===== config.mk =====
export PLATFORM = sky130hd
export DESIGN_NAME = avn_ctrl
export DESIGN_NICKNAME = d
export VERILOG_FILES = /design/src/sv/avn_pkg.sv /design/src/sv/avn_ctrl.sv
export SDC_FILE = /design/constraint.sdc
export NUM_CORES = 1
export LEC_CHECK = 0
export BUFFER_PORTS_ARGS = -buffer_cell sky130_fd_sc_hd__buf_2
export CAP_MARGIN = 20
export CORE_AREA = 3 3 43 45
export CTS_CLUSTER_DIAMETER = 40
export DETAILED_ROUTE_END_ITERATION = 6
export DIE_AREA = 0 0 46 48
export GPL_TIMING_DRIVEN = 0
export PLACE_DENSITY_LB_ADDON = 0.15
export SKIP_LAST_GASP = 1
export SYNTH_ARGS = -nofsm -noshare
export SYNTH_HDL_FRONTEND = slang
export SYNTH_SLANG_ARGS = --single-unit

===== constraint.sdc =====
create_clock -name clk -period 2.2 [get_ports clk]
set_input_delay 0.33 -clock clk [delete_from_list [all_inputs] [get_ports clk]]
set_output_delay 0.33 -clock clk [all_outputs]
set_load 0.03 [all_outputs]

===== src/sv/avn_pkg.sv =====
`timescale 1ns / 1ps
// ----------------------------------------------------------------------------
// avn_pkg
// Shared types and constants for the audio volume normalizer.
// ----------------------------------------------------------------------------
package avn_pkg;

  localparam int NCH     = 8;    // channels
  localparam int WIN     = 64;   // history depth per channel
  localparam int CH_W    = 3;
  localparam int SMP_W   = 16;
  localparam int ACC_W   = 43;
  localparam int LVL_W   = 22;
  localparam int SCL_W   = 17;
  localparam int SUM_W   = 28;   // WIN * (2^LVL_W - 1) fits
  localparam int PTR_W   = 6;
  localparam int HADDR_W = CH_W + PTR_W;
  localparam int DIVN_W  = LVL_W + 16;

  localparam logic [ACC_W-1:0] ACC_MAX   = '1;
  localparam logic [SCL_W-1:0] UNITY     = 17'h10000;
  localparam logic [LVL_W-1:0] MIN_LEVEL = 22'd328;

  localparam logic [1:0] MODE_MEASURE = 2'd0;
  localparam logic [1:0] MODE_CLOSE   = 2'd1;
  localparam logic [1:0] MODE_APPLY   = 2'd2;

  localparam logic [1:0] REG_WINDOW   = 2'd0;
  localparam logic [1:0] REG_MAXLEVEL = 2'd1;
  localparam logic [1:0] REG_CHANNELS = 2'd2;

  localparam logic KIND_SAMPLE = 1'b0;
  localparam logic KIND_REPORT = 1'b1;

  typedef struct packed {
    logic load;
    logic sq;
    logic acc;
    logic mul;
    logic emit_smp;
    logic clr_c;
    logic rd;
    logic wr;
    logic div_avg;
    logic avg_latch;
    logic div_scl;
    logic emit_rep;
    logic next_c;
    logic ptr_adv;
  } avn_cmd_t;

  typedef struct packed {
    logic [1:0] mode;
    logic       chan_ok;
    logic       c_last;
    logic       sqrt_busy;
    logic       div_busy;
    logic       out_free;
    logic       lim;
    logic       clr_busy;
  } avn_stat_t;

endpackage


===== src/sv/avn_ctrl.sv =====
`timescale 1ns / 1ps
// ----------------------------------------------------------------------------
// avn_ctrl
// Sequencer: decodes each input transaction and steps the datapath.
// ----------------------------------------------------------------------------
module avn_ctrl (
  input  logic                clk,
  input  logic                rst_n,
  input  logic                in_tvalid,
  output logic                in_tready,
  input  avn_pkg::avn_stat_t  stat,
  output avn_pkg::avn_cmd_t   cmd
);

  localparam logic [3:0] S_IDLE = 4'd0;
  localparam logic [3:0] S_DEC  = 4'd1;
  localparam logic [3:0] S_SQ   = 4'd2;
  localparam logic [3:0] S_ACC  = 4'd3;
  localparam logic [3:0] S_MUL  = 4'd4;
  localparam logic [3:0] S_SOUT = 4'd5;
  localparam logic [3:0] S_RD   = 4'd6;
  localparam logic [3:0] S_SQW  = 4'd7;
  localparam logic [3:0] S_DA   = 4'd8;
  localparam logic [3:0] S_DAW  = 4'd9;
  localparam logic [3:0] S_DS   = 4'd10;
  localparam logic [3:0] S_DSW  = 4'd11;
  localparam logic [3:0] S_EM   = 4'd12;

  logic [3:0] state_r;
  logic [3:0] state_nxt;

  always_comb begin
    state_nxt = state_r;
    cmd       = '0;
    in_tready = 1'b0;
    unique case (state_r)
      S_IDLE: begin
        // input is held off while the history is being cleared
        in_tready = !stat.clr_busy;
        if (in_tvalid && !stat.clr_busy) begin
          cmd.load  = 1'b1;
          state_nxt = S_DEC;
        end
      end
      S_DEC: begin
        if (stat.mode == avn_pkg::MODE_CLOSE) begin
          cmd.clr_c = 1'b1;
          state_nxt = S_RD;
        end else if (stat.mode == avn_pkg::MODE_MEASURE && stat.chan_ok) begin
          state_nxt = S_SQ;
        end else if (stat.mode == avn_pkg::MODE_APPLY && stat.chan_ok) begin
          state_nxt = S_MUL;
        end else begin
          state_nxt = S_IDLE;
        end
      end
      S_SQ: begin
        cmd.sq    = 1'b1;
        state_nxt = S_ACC;
      end
      S_ACC: begin
        cmd.acc   = 1'b1;
        state_nxt = S_IDLE;
      end
      S_MUL: begin
        cmd.mul   = 1'b1;
        state_nxt = S_SOUT;
      end
      S_SOUT: begin
        if (stat.out_free) begin
          cmd.emit_smp = 1'b1;
          state_nxt    = S_IDLE;
        end
      end
      S_RD: begin
        cmd.rd    = 1'b1;
        state_nxt = S_SQW;
      end
      S_SQW: begin
        if (!stat.sqrt_busy) begin
          cmd.wr    = 1'b1;
          state_nxt = S_DA;
        end
      end
      S_DA: begin
        cmd.div_avg = 1'b1;
        state_nxt   = S_DAW;
      end
      S_DAW: begin
        if (!stat.div_busy) begin
          cmd.avg_latch = 1'b1;
          state_nxt     = S_DS;
        end
      end
      S_DS: begin
        if (stat.lim) begin
          cmd.div_scl = 1'b1;
          state_nxt   = S_DSW;
        end else begin
          state_nxt = S_EM;
        end
      end
      S_DSW: begin
        if (!stat.div_busy) begin
          state_nxt = S_EM;
        end
      end
      S_EM: begin
        if (stat.out_free) begin
          cmd.emit_rep = 1'b1;
          if (stat.c_last) begin
            cmd.ptr_adv = 1'b1;
            state_nxt   = S_IDLE;
          end else begin
            cmd.next_c = 1'b1;
            state_nxt  = S_RD;
          end
        end
      end
      default: state_nxt = S_IDLE;
    endcase
  end

  always_ff @(posedge clk) begin
    if (!rst_n) begin
      state_r <= S_IDLE;
    end else begin
      state_r <= state_nxt;
    end
  end

  // units are only started from their own launch states
  a_sqrt_idle_on_start: assert property (@(posedge clk) disable iff (!rst_n)
    cmd.rd |-> !stat.sqrt_busy) else $error("sqrt restarted while busy");
  a_div_idle_on_start: assert property (@(posedge clk) disable iff (!rst_n)
    (cmd.div_avg || cmd.div_scl) |-> !stat.div_busy) else $error("divider restarted");
  a_emit_needs_room: assert property (@(posedge clk) disable iff (!rst_n)
    (cmd.emit_rep || cmd.emit_smp) |-> stat.out_free) else $error("output overrun");

endmodule


==> summary.txt, run 1 <==
Synth
  – Main combinational cell family by area after synthesis: simple AND/OR/NAND/NOR gates
  – Mapped Nets: 87
  – Gate count of the mapped netlist: 75
  – Async set or reset register ratio after synthesis: 0%
  – Post-Synth Simple-Gate Area: 47.85%
  – Count of yosys warnings during synthesis: 0
  – Count of different cell masters after synthesis: 37
  – Number of enable flip-flop cells after synthesis: 0
  – Primary FF master, synth: sky130_fd_sc_hd__dfxtp_1
  – Fraction of the yosys area taken by sequential cells: 15.31%
  – Number of synthesized register bits: 4
  – Area fraction in compound gates after synthesis: 24.88%
  – Xor-xnor portion of the synthesized cell area: 0%
  – Area of the mapped netlist: 523.0 sq um
  – Multiplexer share of the synthesized area: 0%
  – Synth Area in Adders: 0%
  – Average cell area after synthesis: 6.973 sq um

Critical path
  – Startpoint-to-endpoint class of the critical path: reg -> out
  – Longest individual stage delay on the worst path: 330 ps
  – Critical path endpoint category: primary output
  – CP Data Arrival Time: 1590 ps
  – Buf+Inv Stages, Crit Path: 2
  – Critical path's slowest cell: sky130_fd_sc_hd__dfxtp_1
  – Startpoint types: flop
  – Critical path data required time: 1870 ps
  – Cell-by-cell listing of the critical path: clkdlybuf4s15_2 > nand2b_1 > nor3_1 > buf_2
  – Max Fanout on Critical Path: 10
  – Cell family with the largest share of critical-path delay: buffers and inverters

STA
  – Time the final worst path needs with I/O delays and setup: 1917 ps
  – Final Skew: 3.025 ps
  – Number of hold violations in the final report: 0
  – Worst slew margin relative to its limit: 78.68%
  – Unrepaired setup endpoints after global routing: no
  – Transition time at the pin with the least slew margin: 319.8 ps
  – Maximum clock rate: 521.7 MHz
  – Summed negative setup slack over all endpoints: 0 ps
  – Period utilisation layout: 87.13%
  – Max Transition Viols Final: 0
  – Final setup margin: 283.1 ps
  – Final setup viols: 0

Global route
  – Via count of the first global-routing pass: 549
  – Total Routing Usage GR: 14.81%
  – Pin count of the biggest net entering global routing: 11
  – First-pass GRT wire length: 2332 microns
  – Total grt overflow: 0
  – Initial antenna violation count: 0

CTS
  – Later-pin clock latency in the skew report: 240 ps
  – TritonCTS Buffers: 3
  – Clock tree from TritonCTS: done
  – Gates resized, CTS repair: 0
  – Number of clock sinks seen by CTS: 4
  – Worst-case clock buffer depth: 2
  – H-tree level count: 1
  – Root buffer cell: sky130_fd_sc_hd__clkbuf_4
  – Hold Buf Count CTS: 0
  – Clock Pin Slew Worst Setup and Hold Paths: 40 ps
  – Buffers inserted during post-CTS setup optimization: 0

Hold path
  – Type of the tightest min-delay check: in -> reg

Place
  – Weighted congestion at the end of routability-driven global placement: 0.8417
  – Placed wire-length estimate: 1175 microns
  – PortBufs: 26
  – Setup slack at placement: 543.8 ps
  – Number of instances in the placed design: 117

Detailed routing
  – Detailed-router iteration count before antenna repair: 4
  – Vias per std cell: 5.283
  – Post-route antenna net violation count: 0
  – Wire length after detailed routing: 1533 microns
  – Detailed Route Iter0 Violations: 17
  – Number of design rule violations left after detail routing: 0
  – Via Count: 634
  – Mean routed wirelength per cell: 12.78 microns

Floorplan
  – Core ar.: 0.001506 sq mm
  – Die outline area: 0.002208 sq mm
  – Effective utilization at floorplan: 34.72%
  – Die Span Y: 48 microns
  – Num rows: 14
  – Horizontal die dimension: 46 microns
  – Number of placed I/O pins: 27

Pwr
  – Share of power burned in the clock network: 21.1%
  – Internal power component: 252.1 uW
  – Peak supply drop: 0.3001 mV
  – Sw frac: 43.17%
  – Switch Pwr: 191.5 uW
  – Power density cells: 633.2 mW/mm^2
  – Leakage power total: 0.3528 nW
  – Sequential power share: 20.7%
  – Part of the power in combinational logic: 58.2%
  – Power Total: 443.6 uW

Finish
  – ANT cells: 0
  – Synth-to-layout area growth: 33.97%
  – Register with the most flip-flops: state_r
  – Largest registers ranked by flip-flop count: state_r: 4 flops
  – Final core area utilization: 46.51%
  – Highest-count cells in the layout ignoring fill and taps: 27 x sky130_fd_sc_hd__buf_2, 8 x sky130_fd_sc_hd__nor2_1, 8 x sky130_fd_sc_hd__nor3_1
  – Number of nets at the end of the flow: 118
  – Fillers: 168
  – Count of placed standard cells in the final layout, fillers left out: 120
  – Share of layout cells above drive strength 1: 43.27%
  – Most common library cell in the layout ignoring fill and taps: sky130_fd_sc_hd__buf_2
  – Max reg flops: 4

Flow run
  – MaxCap Viol Count: 0

Run status
  – Result of the run: completed
## final timing paths
kind / startpoint / endpoint / slack [ps] / cells after the start
max reg2reg: state_r[0] / state_r[1] / 570 / 6
min: rst_n / state_r[3] / 310 / 2
max: state_r[2] / cmd[6] / 280 / 4
min reg2reg: state_r[0] / state_r[0] / 580 / 2
## Yosys cell counts (2+ instances only)
| cell | count | area share (%) |
|---|---|---|
| sky130_fd_sc_hd__nor3_1 | 9 | 8.6 |
| sky130_fd_sc_hd__nor2_1 | 8 | 5.7 |
| sky130_fd_sc_hd__buf_6 | 2 | 4.3 |
| sky130_fd_sc_hd__or2b_2 | 2 | 3.3 |
| sky130_fd_sc_hd__nand2b_1 | 4 | 4.8 |
| sky130_fd_sc_hd__a31oi_1 | 2 | 2.4 |
| sky130_fd_sc_hd__and2b_2 | 2 | 3.3 |
| sky130_fd_sc_hd__and2_1 | 2 | 2.4 |
| sky130_fd_sc_hd__inv_1 | 4 | 2.9 |
| sky130_fd_sc_hd__dfxtp_1 | 4 | 15 |
| sky130_fd_sc_hd__nor4_1 | 2 | 2.4 |
| sky130_fd_sc_hd__o21ai_0 | 5 | 4.8 |
| sky130_fd_sc_hd__nand2_1 | 5 | 3.6 |
## cell families (layout without fill, tap and decap cells)
kind of cell    count (synthesis)  in the layout
flops                           4              4
buf+inv                        10             39
compound gates                 18             18
simple gates                   43             43
## worst register-to-register path, delay by kind of cell (launching register included)
| kind | cells | cell delay, ps |
|---|---|---|
| compound gates | 1 | 190 |
| simple gates | 3 | 780 |
| flops | 1 | 300 |
| buf+inv | 2 | 270 |
## per-layer routing
layer  GRT usage, %  vias up  wire [microns]
met5              0        -               0
met4          5.114        0              27
met3          5.263        5             125
met2          24.18       25             689
met1          17.94      279             691
li1               -      325               -
## through the flow
stage / area (sq um) / hold slack [ps]
final: 700.7 / 310.4
after floorplan: 528.0 / 447.5
after detailed placement: 678.2 / 550.7
after CTS: 700.7 / 306.8
after global routing: 700.7 / 304.5
after global placement: 678.2 / 549.8
## layout make-up
type	count	area, sq um	area share, %
Buffer	6	47.55	6.786
Clock buffer	3	22.52	3.214
Inverter	4	15.01	2.143
Multi-Input combinational cell	61	385.4	55.00
Sequential cell	4	80.08	11.43
Tap cell	16	20.02	2.857
Timing Repair Buffer	26	130.1	18.57
## power by group through the flow
stage / Clock (mW) / Sequential [mW] / Combinational (mW)
finish: 0.0937 / 0.0916 / 0.258
global route: 0.104 / 0.0922 / 0.280
CTS: 0.0969 / 0.0914 / 0.258
detailed placement: 0 / 0.0926 / 0.256
global placement: 0 / 0.0924 / 0.255
floorplan: 0 / 0.0906 / 0.198
No activity file was read; power rests on OpenSTA's default activity.
==> run 2, diff against run 1 <==
Settings changed: CORE_AREA 3 3 43 45 to 3 3 40 42, DIE_AREA 0 0 46 48 to 0 0 43 45.
==> summary.txt, run 2 (synthesis results as in run 1) <==
Critical path
  – Cell family with the largest share of critical-path delay: simple AND/OR/NAND/NOR gates
  – Buf+Inv Stages, Crit Path: 3 (+1)
  – Crit path depth: 6 (+2)
  – Longest individual stage delay on the worst path: 300 ps (-30 ps)
  – Cell occurring most often along the worst timing path: sky130_fd_sc_hd__buf_6
  – Number of cells on the worst reg-to-reg path: 6 (unchanged)
  – Startpoint-to-endpoint class of the critical path: reg -> out
  – CP Data Arrival Time: 1550 ps (-40 ps)
  – Cell-by-cell listing of the critical path: buf_6 > or2_1 > buf_6 > nor3_2 > and2_1 > buf_2
  – Critical path endpoint category: primary output
  – Startpoint types: flop
  – Critical path's slowest cell: sky130_fd_sc_hd__dfxtp_1
  – Critical path data required time: 1870 ps (about the same)
  – Max Fanout on Critical Path: 10 (unchanged)

CTS
  – Clock Pin Slew Worst Setup and Hold Paths: 40 ps (about the same)
  – TritonCTS Buffers: 3 (unchanged)
  – Later-pin clock latency in the skew report: 250 ps (about the same)
  – H-tree level count: 1 (unchanged)
  – Worst-case clock buffer depth: 2 (unchanged)
  – Number of clock sinks seen by CTS: 4 (unchanged)
  – Gates resized, CTS repair: 0 (unchanged)
  – Clock tree from TritonCTS: done
  – Hold Buf Count CTS: 0 (unchanged)
  – Root buffer cell: sky130_fd_sc_hd__clkbuf_4
  – Buffers inserted during post-CTS setup optimization: 0 (unchanged)

Floorplan
  – Horizontal die dimension: 43 microns (-6.5%)
  – Effective utilization at floorplan: 40.70% (+6.0 points)
  – Die outline area: 0.001935 sq mm (-12%)
  – Number of placed I/O pins: 27 (unchanged)
  – Num rows: 13 (-1)
  – Die Span Y: 45 microns (-6.3%)
  – Core ar.: 0.001285 sq mm (-15%)

Global route
  – First-pass GRT wire length: 2311 microns (-0.90%)
  – Total Routing Usage GR: 15.79% (+0.98 points)
  – Via count of the first global-routing pass: 528 (-3.8%)
  – Initial antenna violation count: 0 (unchanged)
  – Total grt overflow: 0 (unchanged)
  – Pin count of the biggest net entering global routing: 11 (unchanged)

STA
  – Maximum clock rate: 531.8 MHz (+1.9%)
  – Smallest hold slack: 333.4 ps (+22.96 ps)
  – Period utilisation layout: 85.47% (-1.7 points)
  – Max Transition Viols Final: 0 (unchanged)
  – Worst slew margin relative to its limit: 77.70% (-0.98 points)
  – Summed negative setup slack over all endpoints: 0 ps (unchanged)
  – Final setup viols: 0 (unchanged)
  – Transition time at the pin with the least slew margin: 334.5 ps (+14.71 ps)
  – Number of hold violations in the final report: 0 (unchanged)
  – Unrepaired setup endpoints after global routing: no
  – Time the final worst path needs with I/O delays and setup: 1880 ps (-36.43 ps)
  – Final Skew: 9.895 ps (+6.870 ps)

Finish
  – Max reg flops: 4 (unchanged)
  – Number of nets at the end of the flow: 118 (unchanged)
  – Register with the most flip-flops: state_r
  – Share of layout cells above drive strength 1: 43.27% (unchanged)
  – ANT cells: 0 (unchanged)
  – Area used by multi-input combinational logic: 385.4 sq um (unchanged)
  – Fillers: 144 (-14%)
  – FF+latch area: 80.08 sq um (unchanged)
  – Largest registers ranked by flip-flop count: state_r: 4 flops
  – Synth-to-layout area growth: 33.73%
  – Highest-count cells in the layout ignoring fill and taps: 27 x sky130_fd_sc_hd__buf_2, 8 x sky130_fd_sc_hd__nor2_1, 8 x sky130_fd_sc_hd__nor3_1
  – Most common library cell in the layout ignoring fill and taps: sky130_fd_sc_hd__buf_2

Place
  – Weighted congestion at the end of routability-driven global placement: 0.8268 (-1.8%)
  – Placed wire-length estimate: 1156 microns (-1.6%)
  – PortBufs: 26 (unchanged)

Detailed routing
  – Post-route antenna net violation count: 0 (unchanged)
  – Number of design rule violations left after detail routing: 0 (unchanged)
  – Wire length after detailed routing: 1468 microns (-4.2%)
  – Detailed-router iteration count before antenna repair: 4 (unchanged)
  – Via Count: 636 (+0.32%)
  – Mean routed wirelength per cell: 12.34 microns (-3.4%)
  – Vias per std cell: 5.345 (+1.2%)
  – Detailed Route Iter0 Violations: 4 (-13)

Hold path
  – Type of the tightest min-delay check: in -> reg
  – Hold Path Depth: 2 (unchanged)

Pwr
  – Peak supply drop: 0.3123 mV (+4.1%)
  – Leakage power total: 0.3528 nW (unchanged)
  – Power density cells: 640.6 mW/mm^2 (+1.2%)

Run status
  – Result of the run: completed

Flow run
  – MaxCap Viol Count: 0 (unchanged)
==> run 2: routing by layer <==
metal / vias up / wire, microns / share of wire, % / global-route usage (%)
met5: - / 0 / 0 / 0
met4: 0 / 12 / 0.82 / 5.422
met3: 2 / 84 / 5.7 / 3.586
met2: 20 / 694 / 47 / 26.35
met1: 290 / 677 / 46 / 20.14
li1: 324 / - / - / -
==> run 2: metrics by stage <==
stage          setup slack (ps)  power (mW)  instance area, sq um  cells  utilization, %
2_1_floorplan             145.2      0.2882                 528.0     75               -
3_3_place_gp              577.5      0.3465                 676.9    116           52.68
3_5_place_dp              545.8      0.3504                 676.9    116           52.68
4_1_cts                   294.2      0.4430                 699.4    119           54.43
5_1_grt                   205.2      0.4750                 699.4    119           54.43
6_report                  319.6      0.4480                 699.4    119           54.43
==> run 2: worst paths after layout <==
check	start	to	slack (ps)
setup / recovery	state_r[0]	cmd[0]	320
hold / removal	rst_n	state_r[3]	330
setup reg to reg	state_r[0]	state_r[1]	590
hold reg to reg	state_r[0]	state_r[0]	590
==> run 2: power breakdown <==
part	internal [mW]	leakage (nW)	switching (mW)	total, mW
Clock	0.0613	0.0138	0.0344	0.0957
Sequential	0.0838	0.0327	0.00800	0.0918
Combinational	0.107	0.306	0.153	0.261
==> run 2: area by class of cell <==
| class | instances | share of cell area, % |
|---|---|---|
| Inverter | 4 | 2.147 |
| Buffer | 6 | 6.798 |
| Timing Repair Buffer | 26 | 18.60 |
| Sequential cell | 4 | 11.45 |
| Multi-Input combinational cell | 61 | 55.10 |
| Tap cell | 15 | 2.683 |
| Clock buffer | 3 | 3.220 |
==> run 2: worst reg2reg max path, stage by stage (launching register included) <==
cell	delay, ps
sky130_fd_sc_hd__dfxtp_1	300
sky130_fd_sc_hd__buf_6	130
sky130_fd_sc_hd__or2_1	240
sky130_fd_sc_hd__buf_6	140
sky130_fd_sc_hd__or3_4	370
sky130_fd_sc_hd__and3_4	180
sky130_fd_sc_hd__a311oi_2	170
==> run 3, diff against run 2 <==
Settings changed: MAX_ROUTING_LAYER set to met4.
==> summary.txt, run 3 (synthesis results as in run 1) <==
Run status
  – Result of the run: completed

Floorplan
  – Die Span Y: 45 microns (unchanged)
  – Die outline area: 0.001935 sq mm (unchanged)
  – Core ar.: 0.001285 sq mm (unchanged)
  – Number of placed I/O pins: 27 (unchanged)
  – Effective utilization at floorplan: 40.70% (unchanged)
  – Num rows: 13 (unchanged)
  – Horizontal die dimension: 43 microns (unchanged)

STA
  – Time the final worst path needs with I/O delays and setup: 1881 ps (+0.6880 ps)
  – Transition time at the pin with the least slew margin: 343.3 ps (+8.836 ps)
  – Smallest hold slack: 331.9 ps (-1.460 ps)
  – Worst slew margin relative to its limit: 77.11% (-0.59 points)
  – Final setup viols: 0 (unchanged)
  – Final Skew: 9.783 ps (-0.1114 ps)
  – Max Transition Viols Final: 0 (unchanged)
  – Number of hold violations in the final report: 0 (unchanged)
  – Summed negative setup slack over all endpoints: 0 ps (unchanged)
  – Period utilisation layout: 85.51% (about the same)
  – Maximum clock rate: 531.6 MHz (about the same)
  – Unrepaired setup endpoints after global routing: no

Pwr
  – Power density cells: 641.6 mW/mm^2 (+0.16%)
  – Peak supply drop: 0.3138 mV (+0.49%)
  – Leakage power total: 0.3528 nW (unchanged)

Critical path
  – Cell family with the largest share of critical-path delay: simple AND/OR/NAND/NOR gates
  – CP Data Arrival Time: 1550 ps (about the same)
  – Startpoint types: flop
  – Cell occurring most often along the worst timing path: sky130_fd_sc_hd__buf_6
  – Critical path endpoint category: primary output
  – Critical path data required time: 1870 ps (about the same)
  – Startpoint-to-endpoint class of the critical path: reg -> out
  – Buf+Inv Stages, Crit Path: 3 (unchanged)
  – Cell-by-cell listing of the critical path: buf_6 > or2_1 > buf_6 > nor3_2 > and2_1 > buf_2
  – Critical path's slowest cell: sky130_fd_sc_hd__dfxtp_1
  – Max Fanout on Critical Path: 10 (unchanged)
  – Longest individual stage delay on the worst path: 300 ps (about the same)

CTS
  – Buffers inserted during post-CTS setup optimization: 0 (unchanged)
  – Hold Buf Count CTS: 0 (unchanged)
  – Number of clock sinks seen by CTS: 4 (unchanged)
  – Root buffer cell: sky130_fd_sc_hd__clkbuf_4
  – Later-pin clock latency in the skew report: 250 ps (about the same)
  – H-tree level count: 1 (unchanged)
  – TritonCTS Buffers: 3 (unchanged)
  – Clock tree from TritonCTS: done
  – Gates resized, CTS repair: 0 (unchanged)
  – Clock Pin Slew Worst Setup and Hold Paths: 40 ps (about the same)
  – Worst-case clock buffer depth: 2 (unchanged)

Detailed routing
  – Mean routed wirelength per cell: 12.37 microns (+0.27%)
  – Vias per std cell: 5.277 (-1.3%)
  – Wire length after detailed routing: 1472 microns (+0.27%)
  – Via Count: 628 (-1.3%)
  – Detailed-router iteration count before antenna repair: 4 (unchanged)
  – Detailed Route Iter0 Violations: 12 (+8)
  – Post-route antenna net violation count: 0 (unchanged)
  – Number of design rule violations left after detail routing: 0 (unchanged)

Finish
  – Largest registers ranked by flip-flop count: state_r: 4 flops
  – Register with the most flip-flops: state_r
  – ANT cells: 0 (unchanged)
  – Max reg flops: 4 (unchanged)
  – Synth-to-layout area growth: 33.73% (unchanged)
  – Share of layout cells above drive strength 1: 43.27% (unchanged)
  – Number of nets at the end of the flow: 118 (unchanged)
  – FF+latch area: 80.08 sq um (unchanged)
  – Area used by multi-input combinational logic: 385.4 sq um (unchanged)
  – Fillers: 144 (unchanged)
  – Highest-count cells in the layout ignoring fill and taps: 27 x sky130_fd_sc_hd__buf_2, 8 x sky130_fd_sc_hd__nor2_1, 8 x sky130_fd_sc_hd__nor3_1
  – Most common library cell in the layout ignoring fill and taps: sky130_fd_sc_hd__buf_2

Global route
  – First-pass GRT wire length: 2325 microns (+0.61%)
  – Via count of the first global-routing pass: 527 (-0.19%)
  – Total grt overflow: 0 (unchanged)
  – Pin count of the biggest net entering global routing: 11 (unchanged)
  – Initial antenna violation count: 0 (unchanged)
  – Total Routing Usage GR: 16.35% (+0.56 points)

Flow run
  – MaxCap Viol Count: 0 (unchanged)

Hold path
  – Type of the tightest min-delay check: in -> reg

Place
  – Weighted congestion at the end of routability-driven global placement: 0.8393 (+1.5%)
  – Placed wire-length estimate: 1156 microns (unchanged)
  – PortBufs: 26 (unchanged)
## run 3: cell counts in the layout (fill, tap and decap cells not counted)
Identical to the previous run, type by type.
## run 3: worst reg2reg max path: cells and delay by family (launching register included)
kind | cells | cell delay, ps
AO/OA/AOI/OAI | 1 | 170
buffers and inverters | 2 | 270
flip-flops | 1 | 300
AND/OR/NAND/NOR | 3 | 790
## run 3: power breakdown
| group | total (mW) | switching, mW | internal [mW] |
|---|---|---|---|
| logic | 0.260 | 0.153 | 0.107 |
| registers | 0.0917 | 0.00795 | 0.0838 |
| clock network | 0.0969 | 0.0355 | 0.0614 |
| total | 0.449 | 0.196 | 0.252 |
## run 3: final cells by class
cell class,instances,area share (%)
tap,15,2.683
inverter,4,2.147
sequential,4,11.45
buffer,6,6.798
clock buffer,3,3.220
multi-input combinational,61,55.10
timing repair buffer,26,18.60
## run 3: final timing paths
check | startpoint | endpoint | slack [ps] | depth (start not counted)
setup / recovery | state_r[0] | cmd[0] | 320 | 6
hold / removal | rst_n | state_r[3] | 330 | 2
setup reg to reg | state_r[0] | state_r[1] | 590 | 6
hold reg to reg | state_r[0] | state_r[0] | 590 | 2
## run 3: layer usage
layer	GRT usage, %	wire, microns
met1	20.86	682
met5	-	0
met3	3.586	85
met2	25.75	691
met4	5.422	12
## run 3: stage by stage
step                util, %  cell area [sq um]  total power [mW]  setup slack [ps]  std cells
floorplan                 -              528.0            0.2882             145.2         75
global placement      52.68              676.9            0.3465             577.5        116
detailed placement    52.68              676.9            0.3504             545.8        116
CTS                   54.43              699.4            0.4430             294.2        119
global route          54.43              699.4            0.4751             196.1        119
finish                54.43              699.4            0.4487             318.9        119
